===== src/rtl/assert_macros.svh =====
// Assertion macros for the RTL, used by ttc_queue. They compile to nothing when SYNTH is set.
`ifndef ASSERT_MACROS_SVH
`define ASSERT_MACROS_SVH
`ifndef SYNTH
`define ASSERT_ALWAYS(name, clk, rst, prop) \
   name: assert property (@(posedge clk) disable iff (rst) (prop)) \
      else $error("assertion failed");
`define ASSERT_IMPLY(name, clk, rst, ante, cons) \
   name: assert property (@(posedge clk) disable iff (rst) (ante) |-> (cons)) \
      else $error("assertion failed");
`else
`define ASSERT_ALWAYS(name, clk, rst, prop)
`define ASSERT_IMPLY(name, clk, rst, ante, cons)
`endif
`endif


===== src/rtl/ttc_pkg.sv =====
package ttc_pkg;

   localparam int MAX_TEXT = 4096;
   localparam int POS_W = 13;
   localparam logic [POS_W-1:0] MAX_POS = POS_W'(MAX_TEXT);

   localparam int QUEUE_DEPTH = 4;
   localparam int QPTR_W = $clog2(QUEUE_DEPTH);
   localparam int QCNT_W = $clog2(QUEUE_DEPTH + 1);

   localparam logic [2:0] CLS_KEYWORD = 3'd0;
   localparam logic [2:0] CLS_KEY = 3'd1;
   localparam logic [2:0] CLS_VALUE = 3'd2;
   localparam logic [2:0] CLS_NUMBER = 3'd3;
   localparam logic [2:0] CLS_PUNCT = 3'd4;

   localparam logic [3:0] KW_LEN = 4'd6;
   localparam logic [3:0] KW_FAIL = 4'd15;

   localparam logic [7:0] CH_DQUOTE = 8'h22;
   localparam logic [7:0] CH_SQUOTE = 8'h27;
   localparam logic [7:0] CH_BSLASH = 8'h5c;
   localparam logic [7:0] CH_COLON = 8'h3a;
   localparam logic [7:0] CH_SPACE = 8'h20;
   localparam logic [7:0] CH_TAB = 8'h09;

   typedef struct packed {
      logic [POS_W-1:0] start;
      logic [POS_W-1:0] stop;
      logic [2:0] cls;
   } token_type;

   // All results caused by one input byte; the second token is used when two is set.
   typedef struct packed {
      token_type first;
      token_type second;
      logic two;
   } entry_type;

   typedef struct packed {
      logic full;
      logic empty;
   } q_status_type;

   function automatic logic is_digit(input logic [7:0] c);
      return (c >= 8'h30) && (c <= 8'h39);
   endfunction

   function automatic logic is_alpha(input logic [7:0] c);
      return ((c >= 8'h61) && (c <= 8'h7a)) || ((c >= 8'h41) && (c <= 8'h5a)) ||
             (c == 8'h5f);
   endfunction

   function automatic logic is_punct(input logic [7:0] c);
      return (c == 8'h7b) || (c == 8'h7d) || (c == 8'h5b) || (c == 8'h5d) ||
             (c == 8'h2c) || (c == CH_COLON) || (c == 8'h3d);
   endfunction

   function automatic logic [7:0] kw_char(input logic [2:0] idx);
      logic [7:0] ch;
      case (idx)
         3'd0: ch = 8'h63;
         3'd1: ch = 8'h6f;
         3'd2: ch = 8'h6e;
         3'd3: ch = 8'h66;
         3'd4: ch = 8'h69;
         3'd5: ch = 8'h67;
         default: ch = 8'h00;
      endcase
      return ch;
   endfunction

   function automatic logic [3:0] kw_advance(input logic [3:0] km, input logic [7:0] c);
      logic [3:0] res;
      if ((km < KW_LEN) && (c == kw_char(km[2:0]))) begin
         res = km + 4'd1;
      end else begin
         res = KW_FAIL;
      end
      return res;
   endfunction

   function automatic logic [POS_W-1:0] sat_inc(input logic [POS_W-1:0] p);
      return (p >= MAX_POS) ? MAX_POS : p + POS_W'(1);
   endfunction

endpackage


===== src/rtl/ttc_front.sv =====
module ttc_front (
   input  logic clock,
   input  logic reset,
   input  logic [7:0] req_text_byte,
   input  logic req_text_end,
   input  logic req_push,
   output logic req_full,
   input  ttc_pkg::q_status_type q_status,
   output logic q_push,
   output ttc_pkg::entry_type q_entry
);

   localparam logic [2:0] MODE_IDLE = 3'd0;
   localparam logic [2:0] MODE_STR = 3'd1;
   localparam logic [2:0] MODE_ESC = 3'd2;
   localparam logic [2:0] MODE_AFTER = 3'd3;
   localparam logic [2:0] MODE_NUM = 3'd4;
   localparam logic [2:0] MODE_IDENT = 3'd5;

   logic [2:0] mode_ff, mode_in, mode_mid;
   logic [ttc_pkg::POS_W-1:0] pos_ff, pos_in;
   logic [ttc_pkg::POS_W-1:0] start_ff, start_in, start_mid;
   logic quote_ff, quote_in, quote_mid;
   logic [3:0] kw_ff, kw_in, kw_mid;
   logic [ttc_pkg::POS_W-1:0] pend_ff, pend_in, pend_mid;

   logic accept;
   logic [7:0] c;
   logic [ttc_pkg::POS_W-1:0] nxt;
   logic [7:0] close_quote;
   logic take;
   logic close_v, punct_v, end_v;
   ttc_pkg::token_type close_tok, punct_tok, end_tok;

   assign req_full = q_status.full;
   assign accept = req_push && !q_status.full;
   assign c = req_text_byte;
   assign nxt = ttc_pkg::sat_inc(pos_ff);
   assign close_quote = quote_ff ? ttc_pkg::CH_SQUOTE : ttc_pkg::CH_DQUOTE;

   always_comb begin
      mode_mid = mode_ff;
      start_mid = start_ff;
      quote_mid = quote_ff;
      kw_mid = kw_ff;
      pend_mid = pend_ff;
      close_v = 1'b0;
      close_tok.start = start_ff;
      close_tok.stop = pos_ff;
      close_tok.cls = ttc_pkg::CLS_NUMBER;
      take = 1'b0;
      punct_v = 1'b0;
      end_v = 1'b0;
      end_tok.start = start_ff;
      end_tok.stop = nxt;
      end_tok.cls = ttc_pkg::CLS_VALUE;

      case (mode_ff)
         MODE_STR: begin
            if (c == ttc_pkg::CH_BSLASH) begin
               mode_mid = MODE_ESC;
            end else if (c == close_quote) begin
               pend_mid = nxt;
               mode_mid = MODE_AFTER;
            end
         end
         MODE_ESC: begin
            mode_mid = MODE_STR;
         end
         MODE_AFTER: begin
            if ((c != ttc_pkg::CH_SPACE) && (c != ttc_pkg::CH_TAB)) begin
               close_v = 1'b1;
               close_tok.stop = pend_ff;
               close_tok.cls = (c == ttc_pkg::CH_COLON) ? ttc_pkg::CLS_KEY
                                                        : ttc_pkg::CLS_VALUE;
               take = 1'b1;
            end
         end
         MODE_NUM: begin
            if (!ttc_pkg::is_digit(c)) begin
               close_v = 1'b1;
               take = 1'b1;
            end
         end
         MODE_IDENT: begin
            if (ttc_pkg::is_alpha(c) || ttc_pkg::is_digit(c)) begin
               kw_mid = ttc_pkg::kw_advance(kw_ff, c);
            end else begin
               close_v = (kw_ff == ttc_pkg::KW_LEN);
               close_tok.cls = ttc_pkg::CLS_KEYWORD;
               take = 1'b1;
            end
         end
         default: begin
            take = 1'b1;
         end
      endcase

      // A byte that closes a token, or arrives with none open, may start the next one.
      if (take) begin
         mode_mid = MODE_IDLE;
         if ((c == ttc_pkg::CH_DQUOTE) || (c == ttc_pkg::CH_SQUOTE)) begin
            mode_mid = MODE_STR;
            start_mid = pos_ff;
            quote_mid = (c == ttc_pkg::CH_SQUOTE);
         end else if (ttc_pkg::is_digit(c)) begin
            mode_mid = MODE_NUM;
            start_mid = pos_ff;
         end else if (ttc_pkg::is_alpha(c)) begin
            mode_mid = MODE_IDENT;
            start_mid = pos_ff;
            kw_mid = ttc_pkg::kw_advance(4'd0, c);
         end else if (ttc_pkg::is_punct(c)) begin
            punct_v = 1'b1;
         end
      end

      end_tok.start = start_mid;
      if (req_text_end) begin
         case (mode_mid)
            MODE_STR, MODE_ESC: begin
               end_v = 1'b1;
            end
            MODE_AFTER: begin
               end_v = 1'b1;
               end_tok.stop = pend_mid;
            end
            MODE_NUM: begin
               end_v = 1'b1;
               end_tok.cls = ttc_pkg::CLS_NUMBER;
            end
            MODE_IDENT: begin
               end_v = (kw_mid == ttc_pkg::KW_LEN);
               end_tok.cls = ttc_pkg::CLS_KEYWORD;
            end
            default: begin
               end_v = 1'b0;
            end
         endcase
      end
   end

   assign punct_tok.start = pos_ff;
   assign punct_tok.stop = nxt;
   assign punct_tok.cls = ttc_pkg::CLS_PUNCT;

   // Pack the up to two results of this byte in text order.
   always_comb begin
      q_entry.first = close_v ? close_tok : (punct_v ? punct_tok : end_tok);
      q_entry.second = (close_v && punct_v) ? punct_tok : end_tok;
      q_entry.two = (close_v && (punct_v || end_v)) || (punct_v && end_v);
   end

   assign q_push = accept && (close_v || punct_v || end_v);

   always_comb begin
      mode_in = mode_ff;
      pos_in = pos_ff;
      start_in = start_ff;
      quote_in = quote_ff;
      kw_in = kw_ff;
      pend_in = pend_ff;
      if (accept) begin
         if (req_text_end) begin
            mode_in = MODE_IDLE;
            pos_in = '0;
            start_in = '0;
            quote_in = 1'b0;
            kw_in = 4'd0;
            pend_in = '0;
         end else begin
            mode_in = mode_mid;
            pos_in = nxt;
            start_in = start_mid;
            quote_in = quote_mid;
            kw_in = kw_mid;
            pend_in = pend_mid;
         end
      end
   end

   always_ff @(posedge clock) begin
      if (reset) begin
         mode_ff <= MODE_IDLE;
         pos_ff <= '0;
         start_ff <= '0;
         quote_ff <= 1'b0;
         kw_ff <= 4'd0;
         pend_ff <= '0;
      end else begin
         mode_ff <= mode_in;
         pos_ff <= pos_in;
         start_ff <= start_in;
         quote_ff <= quote_in;
         kw_ff <= kw_in;
         pend_ff <= pend_in;
      end
   end

endmodule


===== src/rtl/ttc_queue.sv =====
`include "assert_macros.svh"

module ttc_queue (
   input  logic clock,
   input  logic reset,
   input  logic push,
   input  ttc_pkg::entry_type push_entry,
   input  logic pop,
   output ttc_pkg::entry_type head_entry,
   output ttc_pkg::q_status_type status
);

   ttc_pkg::entry_type entries_ff [ttc_pkg::QUEUE_DEPTH];
   logic [ttc_pkg::QPTR_W-1:0] wr_ff, wr_in, rd_ff, rd_in;
   logic [ttc_pkg::QCNT_W-1:0] count_ff, count_in;
   logic do_push, do_pop;

   assign status.full = (count_ff == ttc_pkg::QCNT_W'(ttc_pkg::QUEUE_DEPTH));
   assign status.empty = (count_ff == '0);
   assign do_push = push && !status.full;
   assign do_pop = pop && !status.empty;
   assign head_entry = entries_ff[rd_ff];

   always_comb begin
      wr_in = do_push ? wr_ff + ttc_pkg::QPTR_W'(1) : wr_ff;
      rd_in = do_pop ? rd_ff + ttc_pkg::QPTR_W'(1) : rd_ff;
      count_in = count_ff;
      if (do_push && !do_pop) begin
         count_in = count_ff + ttc_pkg::QCNT_W'(1);
      end else if (do_pop && !do_push) begin
         count_in = count_ff - ttc_pkg::QCNT_W'(1);
      end
   end

   always_ff @(posedge clock) begin
      if (reset) begin
         wr_ff <= '0;
         rd_ff <= '0;
         count_ff <= '0;
      end else begin
         wr_ff <= wr_in;
         rd_ff <= rd_in;
         count_ff <= count_in;
      end
   end

   always_ff @(posedge clock) begin
      if (do_push) begin
         entries_ff[wr_ff] <= push_entry;
      end
   end

   `ASSERT_ALWAYS(a_count_bound, clock, reset,
      count_ff <= ttc_pkg::QCNT_W'(ttc_pkg::QUEUE_DEPTH))
   `ASSERT_IMPLY(a_no_push_full, clock, reset, push, !status.full)
   `ASSERT_IMPLY(a_no_pop_empty, clock, reset, pop, !status.empty)
   `ASSERT_IMPLY(a_ptr_count, clock, reset, !status.full,
      (wr_ff - rd_ff) == count_ff[ttc_pkg::QPTR_W-1:0])

endmodule


===== src/rtl/ttc_back.sv =====
module ttc_back (
   input  logic clock,
   input  logic reset,
   input  ttc_pkg::q_status_type q_status,
   input  ttc_pkg::entry_type head_entry,
   output logic q_pop,
   output logic rsp_empty,
   input  logic rsp_pop,
   output logic [ttc_pkg::POS_W-1:0] rsp_token_start,
   output logic [ttc_pkg::POS_W-1:0] rsp_token_stop,
   output logic [2:0] rsp_token_class,
   output logic rsp_run_last
);

   ttc_pkg::entry_type cur_ff, cur_in;
   logic valid_ff, valid_in;
   logic second_ff, second_in;
   logic taken, done;
   ttc_pkg::token_type shown;

   assign taken = rsp_pop && valid_ff;
   assign done = second_ff || !cur_ff.two;
   assign q_pop = !q_status.empty && (!valid_ff || (taken && done));

   assign shown = second_ff ? cur_ff.second : cur_ff.first;
   assign rsp_empty = !valid_ff;
   assign rsp_token_start = shown.start;
   assign rsp_token_stop = shown.stop;
   assign rsp_token_class = shown.cls;
   assign rsp_run_last = done;

   always_comb begin
      cur_in = cur_ff;
      valid_in = valid_ff;
      second_in = second_ff;
      if (q_pop) begin
         cur_in = head_entry;
         valid_in = 1'b1;
         second_in = 1'b0;
      end else if (taken) begin
         if (done) begin
            valid_in = 1'b0;
            second_in = 1'b0;
         end else begin
            second_in = 1'b1;
         end
      end
   end

   always_ff @(posedge clock) begin
      if (reset) begin
         valid_ff <= 1'b0;
         second_ff <= 1'b0;
      end else begin
         valid_ff <= valid_in;
         second_ff <= second_in;
      end
   end

   always_ff @(posedge clock) begin
      cur_ff <= cur_in;
   end

endmodule


===== src/rtl/config_text_token_classifier_core.sv =====
// Token classifier for configuration text.
// Input: one text byte per transaction on req_text_byte, with req_text_end high
// on the final byte of a text. A transaction is taken when req_push is high and
// req_full is low; one byte can be taken every cycle.
// Output: token spans (start, exclusive stop, class) in text order. The oldest
// span is on the rsp_ ports while rsp_empty is low and leaves when rsp_pop is
// high. rsp_run_last marks the last span caused by a byte. A byte causes zero,
// one or two spans.
// The spans of a taken byte are registered in the queue and then in the output
// register of the back end before they show on the rsp_ ports. The front
// scanner classifies a byte combinationally and writes its spans to a four-entry
// queue; the back end presents one span per cycle while the receiver pops.
// Throughput is one byte per cycle while bytes cause at most one span on average
// and the receiver pops every cycle, as the output moves one span per cycle.
// When the receiver stalls, the queue fills and req_full rises; nothing is lost.
// Reset clears the scanner to the start of a new text at position 0 and
// empties the queue and the output stage.
module config_text_token_classifier_core (
   input  logic clock,
   input  logic reset,
   input  logic req_push,
   output logic req_full,
   input  logic [7:0] req_text_byte,
   input  logic req_text_end,
   output logic rsp_empty,
   input  logic rsp_pop,
   output logic [12:0] rsp_token_start,
   output logic [12:0] rsp_token_stop,
   output logic [2:0] rsp_token_class,
   output logic rsp_run_last
);

   ttc_pkg::q_status_type q_status;
   ttc_pkg::entry_type push_entry, head_entry;
   logic q_push, q_pop;

   ttc_front u_front (
      .clock(clock),
      .reset(reset),
      .req_text_byte(req_text_byte),
      .req_text_end(req_text_end),
      .req_push(req_push),
      .req_full(req_full),
      .q_status(q_status),
      .q_push(q_push),
      .q_entry(push_entry)
   );

   ttc_queue u_queue (
      .clock(clock),
      .reset(reset),
      .push(q_push),
      .push_entry(push_entry),
      .pop(q_pop),
      .head_entry(head_entry),
      .status(q_status)
   );

   ttc_back u_back (
      .clock(clock),
      .reset(reset),
      .q_status(q_status),
      .head_entry(head_entry),
      .q_pop(q_pop),
      .rsp_empty(rsp_empty),
      .rsp_pop(rsp_pop),
      .rsp_token_start(rsp_token_start),
      .rsp_token_stop(rsp_token_stop),
      .rsp_token_class(rsp_token_class),
      .rsp_run_last(rsp_run_last)
   );

endmodule


===== config.mk =====
export PLATFORM = sky130hd
export DESIGN_NAME = config_text_token_classifier_core
export DESIGN_NICKNAME = d
export VERILOG_FILES = /design/src/rtl/ttc_pkg.sv /design/src/rtl/ttc_front.sv /design/src/rtl/ttc_queue.sv /design/src/rtl/ttc_back.sv /design/src/rtl/config_text_token_classifier_core.sv
export VERILOG_INCLUDE_DIRS = /design/src /design/src/rtl
export SDC_FILE = /design/constraint.sdc
export NUM_CORES = 1
export LEC_CHECK = 0
export BUFFER_PORTS_ARGS = -buffer_cell sky130_fd_sc_hd__buf_2
export CORE_ASPECT_RATIO = 0.5
export CORE_MARGIN = 5
export CORE_UTILIZATION = 25
export DETAILED_ROUTE_END_ITERATION = 8
export HOLD_SLACK_MARGIN = 0.12
export PLACE_DENSITY = 0.36
export SKIP_CTS_REPAIR_TIMING = 1
export SLEW_MARGIN = 15
export SYNTH_ARGS = -nofsm -noshare
export SYNTH_HDL_FRONTEND = slang
export SYNTH_SLANG_ARGS = --single-unit

===== constraint.sdc =====
create_clock -name clock -period 12.2 [get_ports clock]
set_input_delay 1.83 -clock clock [delete_from_list [all_inputs] [get_ports clock]]
set_output_delay 1.83 -clock clock [all_outputs]
set_load 0.1 [all_outputs]

==> results.cfg <==
[critical_path]
crit_required_ns = 12.34
cp_slowest_cell = and2_2
start_kind = primary input
path_max_fanout = 33
reg2reg_depth = 9
worstSetupPathDepth = 10
crit_path_max_incr_delay_ns = 0.71
critPathKind = in -> reg
crit_path_end_kind = flop
crit_arrival_ns = 5.73
path_delay_family = compound AO/OA/AOI/OAI gates
startpoint = req_text_byte[2]
r2r_start = u_front.mode_ff[1]
crit_chain = buf_2 -> nor4_1 -> a41oi_1 -> nand2_2 -> o211a_1 -> o2111ai_1 -> a41oi_4 -> nor2_2 -> and2_2 -> buf_4
crit_buf_inv = 2

[clocking]
cts_tree = yes
cts_root_buf = clkbuf_16
cts.sinks = 351
htree_levels = 2
clk_path_buf_depth = 3
clkLatencyLatePin_ns = 0.52
cts.clk_slew.worst_paths_ns = 0.06
cts-buffers-inserted = 38

[floorplanning]
core_area_sq_mm = 0.0593
rows = 63
io_pins = 45
start_util = 0.252
die_x_microns = 356
die_y_microns = 183
fp.dieArea_sq_mm = 0.0652

[hold_path]
worstHoldStart = u_front.pend_ff[12]
hp-class = reg -> reg
hold_depth = 2

[logic_synthesis]
ys_warn_count = 0
synthCells = 951
synth_area_leader_cell = edfxtp_1
ys_seq_area_frac = 0.667
ys_async_sr_fraction = 0
syn_area_sq_mm = 0.0150
synth.top_cells.by_count = 295 x edfxtp_1, 79 x nor2_1, 59 x mux4_2
synth_cell_type_count = 88
yosys.area.top_type_share = 0.592
syn_nets = 977
synth_area_leaders = edfxtp_1 59%, mux4_2 8.9%, dfxtp_1 7.5%
synth_most_common_cell = edfxtp_1
postSynthAreaPerCell_sq_um = 15.7
synth_ff_type = edfxtp_1
synth-edff-count = 295
ys_ff_latch = 351

[drt]
via_per_inst = 4.53
antenna_left = 0
wl_mm = 36.9
routedWlPerCell_microns = 20.2
drc = 0
via_count = 8292
drt_iter0_markers = 559
drtPass1Iterations = 5

[global_route]
grt_antenna_before_repair = 0
grt_pass1_vias = 8622
grt_pass1_wl_mm = 55.7
grtUsageTotal = 0.112
grt_max_degree = 60
overflow = 0

[sta]
fmax_mhz = 179
final.min_clock_period_ns = 5.59
period_share = 0.458
fin_worst_skew_ns = 0.0233
slew_violations = 0
setup_viol = 0
setup_slack_ns = 6.61
finalHoldViolations = 0
setup-tns-final_ns = 0
tightest_slew_ns = 1.07
slew_headroom = 0.289
grt_setup_unrepaired = false

[run]
drv_cap = 0

[outcome]
outcome = completed

[finish]
drive_above_1_share = 0.256
area_growth_syn_to_layout_pct = 15.4
layout.nets = 1016

[placed_design]
dp_hpwl_mm = 22.5
dpl_worst_slack_ns = 5.99
io_buffers = 44
gp_congestion = 0.745

[power_and_ir_drop]
max-vdd-ir-drop_mv = 0.0850
power.density_mw_per_mm2 = 212
p_leak_nw = 5.55
[cell type report]
type,instances,area (sq um)
repair buffers,57,318
well taps,812,1020
clock buffers,47,1010
clock inverters,21,199
fillers,5978,42000
flip-flops and latches,351,9990
diodes,1,2.50
inverters,16,60.1
multi-input cells,526,4690
[path summary, 6_finish.rpt]
path	slack, ns	to
setup / recovery	6.61	u_queue.entries_ff[0][8]
hold / removal	0.49	u_front.pend_ff[12]
setup reg to reg	7.57	u_queue.entries_ff[0][8]
hold reg to reg	0.49	u_front.pend_ff[12]
[cell families (layout without fill, tap and decap cells)]
| group | count (synthesis) | count (layout) | share of synthesized area |
|---|---|---|---|
| DFF | 351 | 351 | 0.667 |
| buffers and inverters | 74 | 141 | 0.0212 |
| xor gates and xnor gates | 11 | 11 | 0.00644 |
| other | 0 | 1 | 0 |
| AOI/OAI and AO/OA | 154 | 154 | 0.0746 |
| and+or+nand+nor | 214 | 214 | 0.0747 |
| muxes | 134 | 134 | 0.145 |
| adders and majority gates | 13 | 13 | 0.0114 |
[flip-flops by register name, indices dropped and copies added, names as in the netlist, 2 cells and up]
register	flops
u_back.cur_ff	59
u_front.mode_ff	3
u_queue.count_ff	3
u_front.pend_ff	13
u_queue.wr_ff	2
u_front.kw_ff	4
u_queue.rd_ff	2
u_queue.entries_ff	236
u_front.pos_ff	13
u_front.start_ff	13
[power by group]
| group | switching [mW] | total (mW) | internal [mW] |
|---|---|---|---|
| logic | 0.745 | 0.992 | 0.246 |
| registers | 0.0719 | 1.55 | 1.48 |
| clock network | 0.458 | 1.13 | 0.669 |
| total | 1.28 | 3.67 | 2.39 |
[worst min-delay path: cells and delay by family, from the launching register on]
family | cells | cell delay, ns
flops | 1 | 0.33
simple gates | 1 | 0.06
compound gates | 1 | 0.05
[cells in the final DEF (no fill, tap or decap), types with 8 or more instances in the layout]
cell / count
clkinv_1: 11
mux2i_1: 12
mux2_1: 8
ha_1: 12
mux4_2: 59
dfxtp_1: 53
edfxtp_1: 295
a22oi_1: 38
a21oi_1: 26
buf_2: 44
clkbuf_16: 39
clkbuf_1: 8
inv_1: 16
o21ai_0: 32
nor2_1: 78
nand2_1: 41
buf_4: 13
nor3_1: 10
nand3_1: 14
mux2_2: 52
[metal layers]
layer  share of wire  wire [microns]  track usage
met1            0.49           18100        0.159
met3           0.031            1130       0.0190
met2            0.47           17200        0.183
met5               0               0            0
met4           0.014             530       0.0226
[through the flow]
stage / cells / hold slack, ns / power [mW] / util / instance area (sq um)
2_1_floorplan: 951 / 0.450 / 2.37 / - / 15000
3_3_place_gp: 1762 / 0.475 / 2.59 / 0.271 / 16100
3_5_place_dp: 1762 / 0.490 / 2.59 / 0.271 / 16100
4_1_cts: 1830 / 0.499 / 3.74 / 0.291 / 17300
5_1_grt: 1830 / 0.525 / 3.84 / 0.291 / 17300
6_report: 1831 / 0.493 / 3.67 / 0.291 / 17300
Power figures use the tool's default switching activity.
